`config.mk`:
```
export PLATFORM = sky130hd
export DESIGN_NAME = rpis_mac
export DESIGN_NICKNAME = d
export VERILOG_FILES = /design/src/hdl/rpis_pkg.sv /design/src/hdl/rpis_mac.sv
export SDC_FILE = /design/constraint.sdc
export NUM_CORES = 2
export LEC_CHECK = 0
export BUFFER_PORTS_ARGS = -buffer_cell sky130_fd_sc_hd__buf_4
export CAP_MARGIN = 20
export CORE_MARGIN = 2
export CORE_UTILIZATION = 55
export DETAILED_ROUTE_END_ITERATION = 7
export PLACE_DENSITY = 0.77
export SYNTH_ARGS = -nofsm -noshare
export SYNTH_HDL_FRONTEND = slang
export SYNTH_SLANG_ARGS = --single-unit
```
`constraint.sdc`:
```
create_clock -name clk -period 11.12 [get_ports clk]
set_clock_uncertainty 0.2 [all_clocks]
set_input_delay 1.112 -clock clk [delete_from_list [all_inputs] [get_ports clk]]
set_output_delay 1.112 -clock clk [all_outputs]
set_load 0.05 [all_outputs]
```
`src/hdl/rpis_pkg.sv`:
```
// Shared types and constants of the RANSAC plane inlier search unit.
// No dependencies; used by the top level and by rpis_mac.
package rpis_pkg;

    localparam int MAX_POINTS = 1024;
    localparam int COORD_W    = 18;
    localparam int IDX_W      = 10;
    localparam int CNT_W      = 11;
    localparam int THR_W      = 17;

    localparam int MAC_A_W    = 64;
    localparam int MAC_B_W    = 80;
    localparam int MAC_P_W    = 128;
    localparam int MAC_DIG_W  = 20;

    localparam logic [1:0] OPC_CLEAR = 2'd0;
    localparam logic [1:0] OPC_LOAD  = 2'd1;
    localparam logic [1:0] OPC_TRIAL = 2'd2;
    localparam logic [1:0] OPC_QUERY = 2'd3;

    localparam logic [1:0] STAT_OK   = 2'd0;
    localparam logic [1:0] STAT_BAD  = 2'd1;
    localparam logic [1:0] STAT_FULL = 2'd2;

    typedef struct packed {
        logic       clear;
        logic       negate;
        logic [1:0] last_digit;
    } mac_cmd_t;

endpackage

```
`src/hdl/rpis_mac.sv`:
```
// Shared signed multiply-accumulate unit: 64-bit by 80-bit, one 20-bit digit per cycle.
// Depends on rpis_pkg.
module rpis_mac
(
    input  logic                              clk,
    input  logic                              rst_n,
    input  logic                              start,
    input  rpis_pkg::mac_cmd_t                cmd,
    input  logic signed [rpis_pkg::MAC_A_W-1:0] op_a,
    input  logic signed [rpis_pkg::MAC_B_W-1:0] op_b,
    output logic                              busy,
    output logic [rpis_pkg::MAC_P_W-1:0]      acc
);

    typedef enum logic [1:0] {M_IDLE, M_MUL, M_ADD} mstate_t;

    localparam int PART_W = rpis_pkg::MAC_A_W + rpis_pkg::MAC_DIG_W;

    mstate_t                          state_reg;
    logic [rpis_pkg::MAC_A_W-1:0]     mag_a_reg;
    logic [rpis_pkg::MAC_B_W-1:0]     mag_b_reg;
    logic [rpis_pkg::MAC_P_W-1:0]     prod_reg;
    logic [rpis_pkg::MAC_P_W-1:0]     acc_reg;
    logic [1:0]                       dig_reg;
    logic                             neg_reg;
    logic                             clear_reg;
    logic [rpis_pkg::MAC_DIG_W-1:0]   digit;
    logic [PART_W-1:0]                partial;
    logic [rpis_pkg::MAC_P_W-1:0]     base;

    always_comb
    begin
        case (dig_reg)
            2'd0:    digit = mag_b_reg[19:0];
            2'd1:    digit = mag_b_reg[39:20];
            2'd2:    digit = mag_b_reg[59:40];
            default: digit = mag_b_reg[79:60];
        endcase
        partial = PART_W'(mag_a_reg) * PART_W'(digit);
        base    = clear_reg ? '0 : acc_reg;
    end

    always_ff @(posedge clk or negedge rst_n)
    begin
        if (!rst_n)
        begin
            state_reg <= M_IDLE;
            acc_reg   <= '0;
            mag_a_reg <= '0;
            mag_b_reg <= '0;
            prod_reg  <= '0;
            dig_reg   <= '0;
            neg_reg   <= 1'b0;
            clear_reg <= 1'b0;
        end
        else
        begin
            case (state_reg)
                M_IDLE:
                begin
                    if (start)
                    begin
                        mag_a_reg <= op_a[rpis_pkg::MAC_A_W-1] ? -op_a : op_a;
                        mag_b_reg <= op_b[rpis_pkg::MAC_B_W-1] ? -op_b : op_b;
                        neg_reg   <= op_a[rpis_pkg::MAC_A_W-1] ^ op_b[rpis_pkg::MAC_B_W-1]
                                     ^ cmd.negate;
                        clear_reg <= cmd.clear;
                        dig_reg   <= cmd.last_digit;
                        prod_reg  <= '0;
                        state_reg <= M_MUL;
                    end
                end
                M_MUL:
                begin
                    prod_reg <= (prod_reg << rpis_pkg::MAC_DIG_W)
                                + rpis_pkg::MAC_P_W'(partial);
                    if (dig_reg == 2'd0)
                        state_reg <= M_ADD;
                    else
                        dig_reg <= dig_reg - 2'd1;
                end
                M_ADD:
                begin
                    acc_reg   <= neg_reg ? (base - prod_reg) : (base + prod_reg);
                    state_reg <= M_IDLE;
                end
                default: state_reg <= M_IDLE;
            endcase
        end
    end

    assign busy = (state_reg != M_IDLE);
    assign acc  = acc_reg;

endmodule

```
# --- Yosys cells after proc, flatten, opt, wreduce, memory -nomap -nowiden ---
# Index checks and enable logic that the tools add are counted.
word_totals:
  ff_bits: 406
  input_bits: 151
  out_inout_bits: 129
  wordCells: 45
op_classes:
  addsub: 6
  n_mul: 1
  eq_ne: 7
  n_mux: 13
  n_bitwise: 2
  n_reduce_logical: 8
ops:
  columns: ["cell", "n"]
  rows:
  - ["two-way mux 128 bit", 3]
  - ["case mux 128 bit (2 select lines)", 1]
  - ["adder 128 bit", 1]
  - ["adder 128 x 84 -> 128 bit", 1]
  - ["subtractor 128 bit", 1]
  - ["multiplier 64 x 20 -> 84 bit", 1]
  - ["two-way mux 80 bit", 1]
  - ["negator 80 bit", 1]
  - ["two-way mux 64 bit", 1]
  - ["negator 64 bit", 1]
  - ["case mux 20 bit (3 select lines)", 1]
  - ["two-way mux 2 bit", 4]
  - ["case mux 2 bit (2 select lines)", 2]
  - ["!= test 2 bit (second input constant)", 3]
  - ["AND reduction 2 bit", 3]
  - ["equality test 2 x 1 -> 1 bit (second input constant)", 2]
  - ["equality test 2 bit (second input constant)", 2]
  - ["zero test 2 bit", 2]
  - ["nonzero test 2 bit", 2]
  - ["AND reduction 3 bit", 1]
  - ["subtractor 2 x 1 -> 2 bit (second input constant)", 1]
  - ["bitwise XOR 1 bit", 2]

# --- Depth between registers and ports, before layout ---
logic_depth:
  word_depth: 5
  depth_mapped: 35
  ltp_nobuf: 32

# --- Least setup slack after synthesis ---
# Ideal clock, no wire load.
synth_timing:
  kind: "flip-flop to flip-flop"
  from: "reg dig_reg[0]"
  to: "reg prod_reg[127] (netlist bit)"
  setup_ns: 0.133
  arrival_time_ns: 8.434
  required_ns: 10.787
  setup_slack_ns: 2.353
  stages_incl_launch_ff: 31
  path_buffers: 3
  period_less_slack_ns: 8.767
  path_cell_list: "dfrtp_1 ha_1 clkbuf_1 mux2i_1 clkbuf_1 and2_1 fa_1 fa_1 inv_1 fa_1 inv_1 fa_1 fa_1 fa_1 inv_1 fa_1 inv_1 ha_1 clkbuf_1 nand2_1 o21a_1 o21ai_0 o21ai_0 or4_1 a31oi_1 o21ai_0 a2111oi_0 o21ai_1 nor4_1 xnor2_1 o21ai_0"
synth_between:
  elab_chain_len: 5
  word_cells_on_any_way: 7
  cone_classes: "add/sub (1); mul (1); eq/ne (2); mux (2); reduce/logical (1)"
synth_lines:
  columns: ["element", "line", "source"]
  rows:
  - ["start: declaration", "rpis_mac.sv:24", "logic [1:0] dig_reg;"]
  - ["start signal: assignment", "rpis_mac.sv:68", "dig_reg <= cmd.last_digit;"]
  - ["start signal: assignment", "rpis_mac.sv:80", "dig_reg <= dig_reg - 2'd1;"]
  - ["equality test 2 bit (tied with other cells)", "rpis_mac.sv:33", "case (dig_reg)"]
  - ["case mux 20 bit (3 select lines) (*)", "rpis_mac.sv:33", null]
  - ["multiplier 64 x 20 -> 84 bit (*)", "rpis_mac.sv:39", "partial = PART_W'(mag_a_reg) * PART_W'(digit);"]
  - ["adder 128 x 84 -> 128 bit (*)", "rpis_mac.sv:76", "+ rpis_pkg::MAC_P_W'(partial);"]
  - ["case mux 128 bit (2 select lines) (*)", "rpis_mac.sv:58", "case (state_reg)"]
  - ["end signal: assignment", "rpis_mac.sv:75", "prod_reg <= (prod_reg << rpis_pkg::MAC_DIG_W)"]
  - ["end: declaration", "rpis_mac.sv:22", "logic [rpis_pkg::MAC_P_W-1:0] prod_reg;"]
# Mark *: on every way between the ends. The rest lies on a longest branch, timed or not.
# A chain may end at the register's enable or synchronous reset.

# --- Final worst setup path ---
layout_timing:
  from: "reg dig_reg[0]"
  to: "reg prod_reg[102] (netlist bit)"
# Same word-level chain as after synthesis.

==> results.json <==
{
  "status": "finished clean",
  "die_area_mm2": 0.135,
  "cts.clk_slew.worst_paths_ps": 60,
  "setup_viol": 0,
  "hold_buffers": 0,
  "slowest_stage": "mux2i_4",
  "grt.busiest_layer": "met2",
  "clk_path_buf_depth": 3,
  "drt_iter0_markers": 6090,
  "async_flop_share_pct": 100,
  "grtUsageMet1_pct": 46.1,
  "io_buffers": 279,
  "period_minus_slack_ps": 10440,
  "crit_type": "reg -> reg",
  "crit_path_max_incr_delay_ps": 940,
  "syn_avg_cell_area_um2": 8.29,
  "area_growth_pct": 7.59,
  "multi_input_area_mm2": 0.0557,
  "cp_max_fo": 26,
  "cts_root_buf": "clkbuf_16",
  "dp_hpwl_um": 187000,
  "drv_cap": 0,
  "antenna_found_initial": 4,
  "post-cts-setup-buffers": 0,
  "coreArea_mm2": 0.131,
  "crit_top_cell": "fa_1",
  "wl_per_cell_um": 22.5,
  "synth_nets": 10500,
  "die_y_um": 368,
  "worstPathRequired_ps": 11430,
  "synth_ff_type": "dfrtp_1",
  "ctsResizeCount": 0,
  "ys_seq_area_share_pct": 14.0,
  "grt_max_degree": 142,
  "routed_wl_um": 236000,
  "n_fill_cell": 11500,
  "syn_area_mm2": 0.0728,
  "cts_tree": "yes",
  "startpoint_type": "flop",
  "drc": 0,
  "regArea_mm2": 0.0102,
  "period_share_pct": 93.8,
  "via_count": 62500,
  "ant_nets": 0,
  "overflow": 0,
  "cts.htree.levels": 2,
  "grt_pass1_wl_um": 372000,
  "use_met3_pct": 8.60,
  "setup_tns_ps": 0,
  "dr.pass1.iters": 8,
  "cts_made_buffers": 50,
  "ys_ff_latch": 406,
  "die_w_um": 368,
  "hold_class": "in -> async",
  "num_rows": 133,
  "grt_usage_pct": 35.4,
  "clock-sinks": 406,
  "synth_cell_type_count": 79,
  "hold_viol": 0,
  "grt_pass1_vias": 64600,
  "gp_congestion": 1.02,
  "start_util_pct": 55.4,
  "slew_headroom_pct": 16.3,
  "endpoint_kind": "flop",
  "ioPinCount": 280,
  "maxSlewViolCount": 0,
  "yosys_warnings": 0,
  "netlist_instances": 8777,
  "grt_util_met2_pct": 53.9,
  "arrival_ps": 10750,
  "grt_setup_unrepaired": "false",
  "clkLatencyLatePin_ps": 690,
  "fmax_ghz": 0.0958,
  "drive_above_1_share_pct": 6.35,
  "synth_edf_count": 0,
  "fin_nets": 10400,
  "worst_pin_slew_ps": 1260,
  "vias_per_cell": 5.96
}
==> logic make-up (layout without fill, tap and decap cells) <==
group | after synthesis | after routing | share of synthesized area (%)
AO/OA/AOI/OAI | 1459 | 1459 | 12.0
XOR/XNOR | 504 | 504 | 6.06
adder cells (fa/ha/maj) | 1527 | 1527 | 38.4
buffers and inverters | 1907 | 1852 | 9.85
flip-flops | 406 | 406 | 14.0
multiplexers | 27 | 27 | 0.371
other | 0 | 4 | 0
AND/OR/NAND/NOR | 2947 | 2947 | 19.3
==> cell usage after synthesis (110+ instances only) <==
cell type	instances	area share, %
a21o_1	127	1.3
a21oi_1	369	2.5
and2_1	555	4.8
clkbuf_1	537	2.8
dfrtp_1	406	14
fa_1	1178	32
ha_1	349	6.0
inv_1	1354	7.0
nand2_1	1435	7.4
nand4_1	110	0.95
nor2_1	266	1.4
nor2b_1	145	1.2
o21ai_0	571	3.9
xnor2_1	289	3.5
xor2_1	215	2.6
==> cells in the final DEF, fill, tap and decap left out, types with 24 or more instances in the layout <==
cell type  instances
nand2_1         1434
inv_1           1354
fa_1            1178
o21ai_0          571
and2_1           555
dfrtp_1          404
buf_4            383
a21oi_1          369
ha_1             348
xnor2_1          289
nor2_1           265
xor2_1           215
nor2b_1          144
a21o_1           127
nand4_1          110
nor3_1           105
nand3_1          104
o31ai_1           66
o21bai_1          61
clkbuf_16         51
a31oi_1           49
nor4_1            43
or3_1             36
o21a_1            36
or4_1             34
nand2b_1          33
and3_1            24
==> routing by layer <==
metal  wire length [µm]  part of all wire (%)
met5                 17                0.0072
met4              16600                   7.0
met3              24300                    10
met2             104000                    44
met1              91300                    39
==> worst max-delay path: cells and delay by family (launching register included) <==
kind / cells / cell delay, ps
adder cells (fa/ha/maj): 9 / 4710
AO/OA/AOI/OAI: 9 / 2080
buffers and inverters: 7 / 990
multiplexers: 1 / 940
AND/OR/NAND/NOR: 4 / 750
flip-flops: 1 / 410
XOR/XNOR: 1 / 180
==> cell type report <==
type,count,share of cell area [%]
Multi-Input combinational cell,6464,71.2
Sequential cell,406,13.0
Inverter,1354,6.49
Timing Repair Buffer,405,4.20
Tap cell,1755,2.80
Clock buffer,70,1.89
Clock inverter,23,0.433
Antenna cell,4,0.0128
==> worst paths after layout <==
path,startpoint,slack (ps),cells past startpoint,end
max,dig_reg[0]$_DFFE_PN0P_,680,31,prod_reg[102]$_DFFE_PN0P_
min,rst_n,210,1,acc[21]$_DFFE_PN0N_
max reg2reg,dig_reg[0]$_DFFE_PN0P_,680,31,prod_reg[102]$_DFFE_PN0P_
min reg2reg,mag_b_reg[40]$_DFFE_PN0P_,280,2,mag_b_reg[40]$_DFFE_PN0P_
max in group asynchronous,rst_n,8650,3,acc[68]$_DFFE_PN0N_
min in group clk,mag_b_reg[40]$_DFFE_PN0P_,280,2,mag_b_reg[40]$_DFFE_PN0P_
==> per-stage QoR <==
stage	util [%]	setup slack [ps]	hold WS (ps)	area, µm²	std cells
5_1_grt	59.6	147	261	78300	10500
2_1_floorplan	-	2350	249	72800	8777
6_report	59.6	685	209	78300	10500
3_5_place_dp	58.2	788	270	76500	10400
4_1_cts	59.5	792	219	78300	10500
3_3_place_gp	58.1	1000	266	76400	10400
Power is not shown: default switching activity piles up to over one toggle a cycle in this logic, so the estimate is an artifact.
